$ cat src/rtl/core/bzdc_pkg.sv
// Shared types, constants and the interpolation function for the Bezier evaluator.
// No dependencies; every other file of the block imports this package.
package bzdc_pkg;

    // Field widths
    localparam int COORD_W  = 32;
    localparam int T_W      = 17;
    localparam int FRAC_W   = 16;
    localparam int IDX_W    = 3;
    localparam int DEG_W    = 3;
    localparam int NCOMP    = 4;

    // Parameter defaults and limits
    localparam int MAX_DEGREE_DEF = 7;
    localparam int POS_W          = 4;
    localparam logic [DEG_W-1:0] DEGREE_RESET = 3'd3;

    // Parameter value meaning one
    localparam logic [T_W-1:0] T_ONE = 17'h10000;

    // Request codes
    localparam logic REQ_LOAD = 1'b0;
    localparam logic REQ_EVAL = 1'b1;

    // Component positions inside a point
    localparam int CX = 0;
    localparam int CY = 1;
    localparam int CZ = 2;
    localparam int CW = 3;

    typedef logic [NCOMP-1:0][COORD_W-1:0] t_point;

    // Commands from the controller to the datapath
    typedef struct packed {
        logic             load;
        logic             start;
        logic             step;
        logic             last;
        logic [POS_W-1:0] wr_pos;
        logic             capture;
    } t_dp_cmd;

    // a + floor(t * (b - a) / 2^16); result lies between a and b for t up to one
    function automatic logic [COORD_W-1:0] lerp(input logic [COORD_W-1:0] a,
                                                input logic [COORD_W-1:0] b,
                                                input logic [T_W-1:0] t);
        logic signed [COORD_W:0]             diff;
        logic signed [COORD_W+T_W+1:0]       prod;
        logic signed [COORD_W+2:0]           sum;
        diff = $signed({b[COORD_W-1], b}) - $signed({a[COORD_W-1], a});
        prod = diff * $signed({1'b0, t});
        sum  = $signed({{3{a[COORD_W-1]}}, a}) + prod[COORD_W+T_W+1:FRAC_W];
        return sum[COORD_W-1:0];
    endfunction

endpackage

$ cat src/rtl/core/bzdc_ctrl.sv
// Controller of the Bezier evaluator: sequences the interpolation triangle and
// owns the request/result handshakes. Depends on bzdc_pkg.
module bzdc_ctrl #(
    parameter int MAX_DEGREE = bzdc_pkg::MAX_DEGREE_DEF
) (
    input  logic                       i_clk,
    input  logic                       i_rst_n,
    input  logic                       i_in_valid,
    input  logic                       i_req_type,
    input  logic [bzdc_pkg::DEG_W-1:0] i_degree,
    input  logic                       i_out_ready,
    output logic                       o_in_ready,
    output logic                       o_out_valid,
    output bzdc_pkg::t_dp_cmd          o_cmd
);
    import bzdc_pkg::*;

    localparam int LEN_W = $clog2(MAX_DEGREE + 2);

    typedef enum logic [1:0] {
        S_IDLE,
        S_RUN,
        S_DONE
    } t_state;

    t_state             r_state;
    logic               r_out_valid;
    logic [LEN_W-1:0]   r_len;
    logic [LEN_W-1:0]   r_step;
    logic [LEN_W-1:0]   n_len_init;
    logic               accept;
    logic               last;

    // Clamp the degree and turn it into the first row length
    always_comb begin
        if (int'(i_degree) > MAX_DEGREE) begin
            n_len_init = LEN_W'(MAX_DEGREE + 1);
        end else begin
            n_len_init = LEN_W'(i_degree) + LEN_W'(1);
        end
    end

    assign o_in_ready  = (r_state == S_IDLE);
    assign o_out_valid = r_out_valid;
    assign accept      = i_in_valid && o_in_ready;
    assign last        = (r_step == r_len - LEN_W'(2));

    // Datapath commands
    always_comb begin
        o_cmd.load    = accept && (i_req_type == REQ_LOAD);
        o_cmd.start   = accept && (i_req_type == REQ_EVAL);
        o_cmd.step    = (r_state == S_RUN);
        o_cmd.last    = last;
        o_cmd.wr_pos  = last ? POS_W'(r_len - LEN_W'(2)) : POS_W'(r_len - LEN_W'(1));
        o_cmd.capture = (r_state == S_DONE) && (!r_out_valid || i_out_ready);
    end

    // State, counters and result valid
    always_ff @(posedge i_clk) begin
        if (!i_rst_n) begin
            r_state     <= S_IDLE;
            r_out_valid <= 1'b0;
            r_len       <= '0;
            r_step      <= '0;
        end else begin
            // drop the result once taken, load a fresh one on capture
            r_out_valid <= o_cmd.capture || (r_out_valid && !i_out_ready);

            unique case (r_state)
                S_IDLE: begin
                    if (o_cmd.start) begin
                        r_len  <= n_len_init;
                        r_step <= '0;
                        r_state <= (n_len_init == LEN_W'(1)) ? S_DONE : S_RUN;
                    end
                end
                S_RUN: begin
                    // advance one interpolation; close the row on its last pair
                    if (last) begin
                        r_len  <= r_len - LEN_W'(1);
                        r_step <= '0;
                        if (r_len == LEN_W'(2)) begin
                            r_state <= S_DONE;
                        end
                    end else begin
                        r_step <= r_step + LEN_W'(1);
                    end
                end
                S_DONE: begin
                    if (o_cmd.capture) begin
                        r_state <= S_IDLE;
                    end
                end
                default: begin
                    r_state <= S_IDLE;
                end
            endcase
        end
    end

endmodule

$ cat config.mk
export PLATFORM = sky130hd
export DESIGN_NAME = bzdc_ctrl
export DESIGN_NICKNAME = d
export VERILOG_FILES = /design/src/rtl/core/bzdc_pkg.sv /design/src/rtl/core/bzdc_ctrl.sv
export SDC_FILE = /design/constraint.sdc
export NUM_CORES = 1
export LEC_CHECK = 0
export BUFFER_PORTS_ARGS = -buffer_cell sky130_fd_sc_hd__buf_2
export CAP_MARGIN = 40
export CORE_MARGIN = 1.5
export CORE_UTILIZATION = 53
export DETAILED_ROUTE_END_ITERATION = 8
export PLACE_DENSITY_LB_ADDON = 0.25
export SYNTH_ARGS = -nofsm -noshare
export SYNTH_HDL_FRONTEND = slang
export SYNTH_SLANG_ARGS = --single-unit
$ cat constraint.sdc
create_clock -name i_clk -period 2.3 [get_ports i_clk]
set_input_delay 0.23 -clock i_clk [delete_from_list [all_inputs] [get_ports i_clk]]
set_output_delay 0.23 -clock i_clk [all_outputs]
set_load 0.02 [all_outputs]
; ---- After elaboration in Yosys (flattened, before gate mapping)
; Index checks and enable logic that the tools add are counted.
[totals]
ram_bits = 0
regBits = 11
memories = 0
output_inout_bits = 11
input_bits = 8
latch_bits = 0
rom_bits = 0
[op_classes]
mul = 0
order_cmp = 0
addsub = 4
div = 0
bitwise = 1
shift = 0
n_eq_ne = 9
reduce_logical = 14
n_mux = 13
[op_table]
columns = operator, n
row1 = $mux 4, 5
row2 = $pmux 4 s2, 2
row3 = $mux 2, 5
row4 = $ne 2x1->1 const B, 3
row5 = $pmux 2 s3, 1
row6 = $logic_and 1x1->1, 5
row7 = $add 3x1->4 const B, 1
row8 = $add 4x1->4 const B, 1
row9 = $eq 4x1->1 const B, 1
row10 = $eq 4x2->1 const B, 1
row11 = $eq 4x4->1, 1
row12 = $reduce_and 4->1, 1
row13 = $sub 4x1->4 const B, 1
row14 = $sub 4x2->4 const B, 1
row15 = $reduce_and 3->1, 1
row16 = $eq 2x1->1 const B, 1
row17 = $eq 2x2->1 const B, 1
row18 = $logic_not 1->1, 2
row19 = $logic_not 2->1, 1
row20 = $logic_or 1x1->1, 2
row21 = $ne 2x2->1 const B, 1
row22 = $reduce_and 2->1, 1
row23 = $reduce_bool 2->1, 1
row24 = $not 1->1, 1

; ---- Longest topological paths before layout
; Gate-level depths: netlist of run 1.
[logic_depth]
depth_word = 5
ltp_mapped = 7
depth_no_buf = 6

; ---- Worst setup path before layout of run 1
; OpenSTA, ideal clock, no wires.
[synth_path]
path_kind = register -> output
startpoint = register r_len[1]
endpoint = output port o_cmd[2] (netlist bit)
arrival_ns = 1.919
stages_incl_launch_ff = 6
t_required_ns = 2.070
path_buffers = 0
path_slack_ns = 0.151
cell_sequence = dfxtp_1 > inv_1 > ha_1 > xnor2_1 > nor4_4 > mux2i_1
[synth_rtl]
columns = element, line_no
row1 = start: declaration, bzdc_ctrl.sv:28  ; logic [LEN_W-1:0] r_len;
row2 = start signal: assignment, bzdc_ctrl.sv:72  ; r_len <= n_len_init;
row3 = start signal: assignment, bzdc_ctrl.sv:80  ; r_len <= r_len - LEN_W'(1);
row4 = end: declaration, bzdc_ctrl.sv:14  ; output bzdc_pkg::t_dp_cmd o_cmd

==> impl_metrics.tcl, run 1 <==
set metrics [dict create \
    outcome "finished clean" \
    whs_ns 0.204 \
    power.leakage_nw 0.446 \
    critPathKind "reg -> out" \
    first_pass_iters 4 \
    rows 14 \
    synth_seq_cells 11 \
    post-place-cells 135 \
    clk_pin_slew_ns 0.07 \
    layout.cells.non_filler 141 \
    async_flop_share 0 \
    n_antenna_cell 0 \
    routed-via-count 854 \
    syn_nets 117 \
    globalRouteTotalUtil 0.246 \
    initial_core_util 0.584 \
    setup_violations 0 \
    die-width_um 44.2 \
    grt_pass1_wl_um 3570 \
    grt_remaining_overflow 0 \
    nNetsFinal 141 \
    fin_ws_ns 0.127 \
    ys_warn_count 0 \
    ant_nets 0 \
    drc 0 \
    synth_fa_ha_area_frac 0.0974 \
    power_density_mw_per_mm2 597 \
    place_area_mm2 0.00100 \
    cts_hold_buf 0 \
    maxCapViolCount 0 \
    rsz0062_at_grt "false" \
    ir_worst_vdd_mv 0.391 \
    yosysSeqAreaShare 0.245 \
    cts_made_buffers 3 \
    reg2reg_slack_ns 0.35 \
    cts_max_level 1 \
    hold_viol 0 \
    grt_max_degree 12 \
    synth-compound-area-share 0.224 \
    fin_area_mm2 0.00110 \
    synth_most_common_cell "dfxtp_1" \
    tightestPinTransition_ns 0.561 \
    required_ns 2.07 \
    clock_path_buffers 2 \
    core_region_area_mm2 0.00154 \
    synth-simple-area-share 0.221 \
    synthToLayoutAreaGrowth_pct 22.7 \
    fillCellCount 135 \
    fmax_mhz 460 \
    muxShareOfSynthArea 0.0362 \
    routedWlPerCell_um 15.3 \
    fin_crit_ns 2.17 \
    synth_top_area_share 0.245 \
    first_iter_violations 27 \
    die_h_um 44.2 \
    dp_hpwl_um 1580 \
    slew-limit-headroom 0.625 \
    slew_viol_final 0 \
    worst_path_most_repeated_cell "buf_4" \
    worstPathCellList "inv_4 -> ha_4 -> xnor2_4 -> nor4_4 -> buf_4 -> nor2_1 -> a21oi_1 -> buf_4" \
    drive_above_1_share 0.336 \
    cpMaxStageDelayCell "dfxtp_4" \
    post-route-util 0.716 \
    netlist_top_cells_area "dfxtp_1 24%, ha_1 9.7%, xnor2_1 5.8%" \
    clk_latency_ns 0.27 \
    tns_ns 0 \
    drt-vias-per-instance 6.06 \
    synth_edf_count 0 \
    synthFlopType "dfxtp_1" \
    avgSynthCellArea_um2 8.82 \
    clock-sinks 11 \
    yosysTopAreaCell "dfxtp_1" \
    slowest_delay_ns 0.37 \
    synth_top_family_by_area "compound AO/OA/AOI/OAI gates" \
    post-route-period-util 0.945 \
    num_io_pins 19 \
    grt_pass1_vias 832 \
    cp-end-kind "output pin" \
    dieArea_mm2 0.00195 \
    fin_skew_ns 0.00497 \
    cp_top_family "buffers and inverters" \
    synth-xor-area-share 0.104 \
    crit_path_start_kind "register" \
    critPathBufInv 3 \
    cts_tree "done" \
    routed_wl_um 2160 \
    worstPathMaxFanout 4 \
    syn_area_um2 900 \
    numPortBuffers 18 \
    min_path_type "in -> reg" \
    place.gp.congestion 0.784 \
    total_power_uw 659 \
    clockRootBuffer "clkbuf_4" \
    synth_commonest_cells "11 x dfxtp_1, 9 x a21oi_1, 7 x ha_1, 7 x inv_1, 7 x nor2_1" \
    synthCells 102 \
    dp_slack_ns 0.150 \
    ys_types 41 \
    cp.arrival_ns 1.94 \
    grt_antenna_before_repair 0 \
]
[cells in the final DEF (no fill, tap or decap), types with 2 or more instances in the layout]
cell type and instances:
inv_4 2, xnor2_1 5, buf_4 7, a31oi_1 2, a21oi_1 9, nand3_1 4, clkbuf_4 3, buf_2 17
mux2_2 2, ha_4 2, nand3b_1 4, a311oi_1 4, nor4b_1 2, nor2_1 7, nand2b_1 4, xor2_1 2
nand2_1 2, dfxtp_1 9, inv_1 5, ha_1 5, nor3_1 3
[final timing paths]
kind | cells past startpoint | from | end
min | 2 | i_degree[0] | r_len[0]
min reg2reg | 2 | o_out_valid | o_out_valid
max reg2reg | 8 | r_len[1] | r_state[1]
max | 8 | r_len[1] | o_cmd[3]
[cells by family (layout without fill, tap and decap cells)]
| family | after synthesis | count (layout) |
|---|---|---|
| buffers and inverters | 13 | 36 |
| AND/OR/NAND/NOR | 32 | 32 |
| flip-flops | 11 | 11 |
| XOR/XNOR | 9 | 9 |
| AO/OA/AOI/OAI | 27 | 27 |
| multiplexers | 3 | 3 |
| adder cells (fa/ha/maj) | 7 | 7 |
[layer usage]
| layer | vias to the layer above | part of all wire | global-route usage |
|---|---|---|---|
| li1 | 423 | - | - |
| met1 | 406 | 0.44 | 0.311 |
| met2 | 21 | 0.51 | 0.415 |
| met3 | 4 | 0.042 | 0.0449 |
| met4 | 0 | 0.0079 | 0.0909 |
| met5 | - | 0 | 0 |
[sequential cells by signal (all words and copies together), names as in the netlist]
name and flops:
r_state 2, o_out_valid 1, r_step 4, r_len 4
[power by group]
part	internal (mW)	total (mW)	switching [mW]
sequential	0.204	0.225	0.0209
clock	0.0670	0.131	0.0644
combinational	0.131	0.303	0.172
total	0.402	0.659	0.257
[final cells by class]
cell class              instances  area (µm²)  area share
multi-input cells              78         659       0.598
inverters                       8        35.0      0.0317
well taps                      16        20.0      0.0181
clock buffers                   4        26.3      0.0238
flip-flops and latches         11         225       0.204
repair buffers                 24         138       0.125
[repair_timing]
| action | in CTS | in global routing |
|---|---|---|
| resized for setup | 6 | 9 |
| setup endpoints to repair | 4 | 4 |
| pin swaps | 1 | 1 |
| setup buffers | 1 | 1 |
No activity file was read; power rests on OpenSTA's default activity.
==> inputs of run 2 (changes only) <==
Settings changed: SETUP_SLACK_MARGIN set to 0.4.
==> impl_metrics.tcl, run 2 (synthesis results as in run 1) <==
set metrics [dict create \
    power.leakage_nw 0.535 \
    routed-via-count 930 \
    globalRouteTotalUtil 0.263 \
    cts_made_buffers 3 \
    clock-sinks 11 \
    p_int_uw 485 \
    clock_path_buffers 2 \
    first_pass_iters 4 \
    drt-vias-per-instance 6.08 \
    required_ns 2.07 \
    ant_nets 0 \
    fin_crit_ns 2.12 \
    clk_pin_slew_ns 0.07 \
    critPathKind "reg -> out" \
    worstPathMaxFanout 6 \
    tightestPinTransition_ns 0.659 \
    num_io_pins 19 \
    cts_max_level 1 \
    crit_path_start_kind "register" \
    cts_tree "done" \
    min_path_type "in -> reg" \
    fmax_mhz 472 \
    hold_viol 0 \
    reg2reg_slack_ns 0.28 \
    slew_viol_final 0 \
    tns_ns 0 \
    fin_area_mm2 0.00132 \
    dieArea_mm2 0.00195 \
    grt_pass1_vias 870 \
    die_h_um 44.2 \
    final_common_cell "buf_4" \
    drive_above_1_share 0.511 \
    ir_worst_vdd_mv 0.446 \
    grt_pass1_wl_um 3850 \
    dp_slack_ns 0.152 \
    numPortBuffers 18 \
    die-width_um 44.2 \
    routed_wl_um 2780 \
    dp_hpwl_um 1530 \
    power_density_mw_per_mm2 606 \
    cp.arrival_ns 1.89 \
    clockPowerShare 0.170 \
    slew-limit-headroom 0.559 \
    swShare 0.395 \
    post-route-period-util 0.921 \
    initial_core_util 0.584 \
    hold_path.startpoint "i_degree[0]" \
    crit_start "r_len[0]" \
    cp-end-kind "output pin" \
    post-route-util 0.859 \
    comb_power_share 0.547 \
    cts_hold_buf 0 \
    drc 0 \
    first_iter_violations 24 \
    maxCapViolCount 0 \
    rsz0062_at_grt "true" \
    switching_power_uw 317 \
    core_region_area_mm2 0.00154 \
    routedWlPerCell_um 18.2 \
    most-common-layout-cells "16 x buf_4, 13 x buf_2, 7 x dfxtp_1, 7 x buf_6, 6 x nor2_1" \
    setup_violations 0 \
    fin_skew_ns 0.00257 \
    grt_max_degree 12 \
    rr_startpoint "r_len[2]" \
    place.gp.congestion 0.798 \
    rows 14 \
    outcome "finished clean" \
    fin_ws_ns 0.181 \
    fillCellCount 83 \
    clk_latency_ns 0.27 \
    clockRootBuffer "clkbuf_4" \
    whs_ns 0.211 \
    reg_top3 "r_len (4), r_step (4), r_state (2)" \
    nNetsFinal 153 \
    power_frac_seq 0.283 \
    n_antenna_cell 0 \
    grt_antenna_before_repair 0 \
    synthToLayoutAreaGrowth_pct 47.1 \
    grt_remaining_overflow 0 \
    place_area_mm2 0.00101 \
]
## run 2: cell types whose count changed in the layout (fill, tap and decap cells not counted), sizes merged
cell  before  now
buf       24   36
## run 2: stage by stage
stage | power (mW) | instances
floorplan | 0.440 | 102
global placement | 0.494 | 132
detailed placement | 0.502 | 132
CTS | 0.729 | 148
global route | 0.840 | 153
finish | 0.802 | 153
## run 2: layout make-up
cell class	count	area, µm²	area share
flip-flops and latches	11	230	0.174
multi-input cells	78	748	0.565
inverters	8	35.0	0.0265
repair buffers	36	264	0.199
clock buffers	4	26.3	0.0198
well taps	16	20.0	0.0151
## run 2: what timing repair did
item,4_1_cts,5_1_grt
setup buffers,12,4
resized for setup,20,19
pin swaps,10,9
cloned,0,1
endpoints found under the setup margin,14,15
## run 2: worst paths after layout
kind / endpoint / cells after the start
min: r_len[0] / 2
min reg2reg: o_out_valid / 2
max: o_cmd[3] / 6
max reg2reg: r_len[2] / 8
## run 2: layer usage
metal,up-vias,routed length [µm],track usage
met5,-,0,0
met4,0,27,0.0727
met3,4,110,0.0367
met2,31,1460,0.479
met1,448,1180,0.321
li1,447,-,-
## run 2: critical path, cell delays in order, from the launching register on
cell and delay, ns:
dfxtp_1 0.54, xor2_2 0.40, nor4_4 0.10, buf_6 0.15, buf_4 0.14, a21oi_2 0.15
buf_6 0.13
## run 2: power by group through the flow
stage | Combinational (mW) | Sequential, mW | Clock, mW
5_1_grt | 0.465 | 0.228 | 0.146
3_3_place_gp | 0.266 | 0.228 | 0
3_5_place_dp | 0.273 | 0.228 | 0
4_1_cts | 0.370 | 0.223 | 0.136
6_report | 0.438 | 0.227 | 0.137
2_1_floorplan | 0.221 | 0.219 | 0
==> inputs of run 3 (changes only) <==
Settings changed: BUFFER_PORTS_ARGS -buffer_cell sky130_fd_sc_hd__buf_2 to -buffer_cell sky130_fd_sc_hd__buf_4, CORE_UTILIZATION 53 to 35.
==> impl_metrics.tcl, run 3 (synthesis results as in run 1) <==
set metrics [dict create \
    reg_top3 "r_len (4), r_step (4), r_state (2)" \
    dp_hpwl_um 1700 \
    cp.arrival_ns 1.94 \
    place_area_mm2 0.00110 \
    hold_end "r_len[0]" \
    hold_path.startpoint "i_degree[0]" \
    rows 18 \
    min_path_type "in -> reg" \
    final_common_cell "buf_4" \
    cpMaxStageDelayCell "dfxtp_4" \
    core_region_area_mm2 0.00245 \
    rr_startpoint "r_len[1]" \
    clock-sinks 11 \
    grt_pass1_vias 835 \
    post-route-period-util 0.945 \
    setup_violations 0 \
    clk_latency_ns 0.28 \
    cts_hold_buf 0 \
    routedWlPerCell_um 14.2 \
    grt_max_degree 11 \
    nNetsFinal 150 \
    drive_above_1_share 0.478 \
    drt-vias-per-instance 5.48 \
    worst_path_most_repeated_cell "buf_4" \
    clock_path_buffers 2 \
    slew-limit-headroom 0.595 \
    rr_worst_depth 9 \
    reg2reg_slack_ns 0.38 \
    reg2reg_to "r_len[2]" \
    first_pass_iters 4 \
    synthToLayoutAreaGrowth_pct 46.6 \
    critPathKind "reg -> out" \
    rsz0062_at_grt "true" \
    cts_tree "done" \
    maxCapViolCount 0 \
    fin_skew_ns 0.00426 \
    grt_antenna_before_repair 0 \
    die_h_um 53.7 \
    place.gp.congestion 0.777 \
    n_antenna_cell 0 \
    cp_top_family "buffers and inverters" \
    slowest_delay_ns 0.36 \
    clk_pin_slew_ns 0.08 \
    cp-end-kind "output pin" \
    initial_core_util 0.366 \
    required_ns 2.07 \
    fmax_mhz 460 \
    routed_wl_um 2340 \
    slew_viol_final 0 \
    power.leakage_nw 0.525 \
    power_density_mw_per_mm2 582 \
    tns_ns 0 \
    ant_nets 0 \
    outcome "finished clean" \
    numPortBuffers 18 \
    drc 0 \
    min_path_cells 2 \
    fillCellCount 236 \
    dieArea_mm2 0.00288 \
    first_iter_violations 14 \
    worstPathMaxFanout 4 \
    cts_made_buffers 3 \
    most-common-layout-cells "30 x buf_4, 7 x a21oi_1, 7 x dfxtp_1" \
    ir_worst_vdd_mv 0.330 \
    fin_area_mm2 0.00132 \
    globalRouteTotalUtil 0.186 \
    tightestPinTransition_ns 0.606 \
    critPathBufInv 3 \
    worstPathCellList "inv_4 -> ha_4 -> xnor2_4 -> nor4_4 -> buf_4 -> nor2_2 -> a21oi_2 -> buf_4" \
    grt_remaining_overflow 0 \
    cts_max_level 1 \
    clockRootBuffer "clkbuf_4" \
    routed-via-count 899 \
    crit_path_start_kind "register" \
    die-width_um 53.7 \
    grt_pass1_wl_um 3870 \
    num_io_pins 19 \
    fin_crit_ns 2.17 \
    hold_viol 0 \
]
run 3: cell types whose count changed in the layout (fill, tap and decap cells not counted), sizes merged:
cell  change
buf       -3
run 3: worst register-to-register path: stages (launching register included):
cell      delay (ns)
dfxtp_4         0.36
inv_4           0.05
ha_4            0.26
xnor2_4         0.14
buf_4           0.15
buf_6           0.12
o41ai_4         0.23
buf_4           0.21
a311oi_1        0.09
a41o_1          0.23
run 3: worst max-delay path by stage:
stage | startpoint | to | slack (ns) | cells past startpoint
3_5_place_dp | r_len[1] | r_len[2] | 0.27 | 7
6_report | r_len[1] | o_cmd[3] | 0.13 | 8
3_3_place_gp | r_step[3] | o_cmd[3] | 0.29 | 6
2_1_floorplan | r_len[1] | o_cmd[2] | 0.34 | 5
5_1_grt | r_len[1] | o_cmd[3] | 0.06 | 8
4_1_cts | r_len[2] | o_cmd[3] | 0.12 | 8
run 3: metal layers:
layer | wire length [µm] | global-route usage | vias up
met1 | 1020 | 0.235 | 433
met2 | 1200 | 0.315 | 22
met5 | 0 | 0 | -
met4 | 39 | 0.0769 | 0
met3 | 79 | 0.0250 | 5
li1 | - | - | 439
run 3: where the power goes:
group | switching, mW | internal [mW]
Sequential | 0.0203 | 0.204
Combinational | 0.205 | 0.199
Clock | 0.0709 | 0.0673
run 3: through the flow:
stage	setup WS, ns	cells	hold slack [ns]	total power, mW	util
CTS	0.118	162	0.167	0.712	0.502
finish	0.127	164	0.168	0.767	0.537
global placement	0.290	150	0.456	0.525	0.450
global route	0.0593	164	0.163	0.813	0.537
floorplan	0.344	102	0.336	0.440	-
detailed placement	0.268	150	0.461	0.529	0.450
run 3: what timing repair did:
item	4_1_cts	5_1_grt
endpoints found under the hold margin	0	0
buffers inserted	8	2
endpoints found under the setup margin	13	12
pin swaps	3	12
resized for setup	10	13
run 3: final cells by class:
type                       count  area [µm²]  area share
clock buffer                   4        26.3      0.0199
inverter                       8        35.0      0.0266
multi-input combinational     78         733       0.556
sequential                    11         228       0.173
tap                           30        37.5      0.0285
timing repair buffer          33         259       0.196
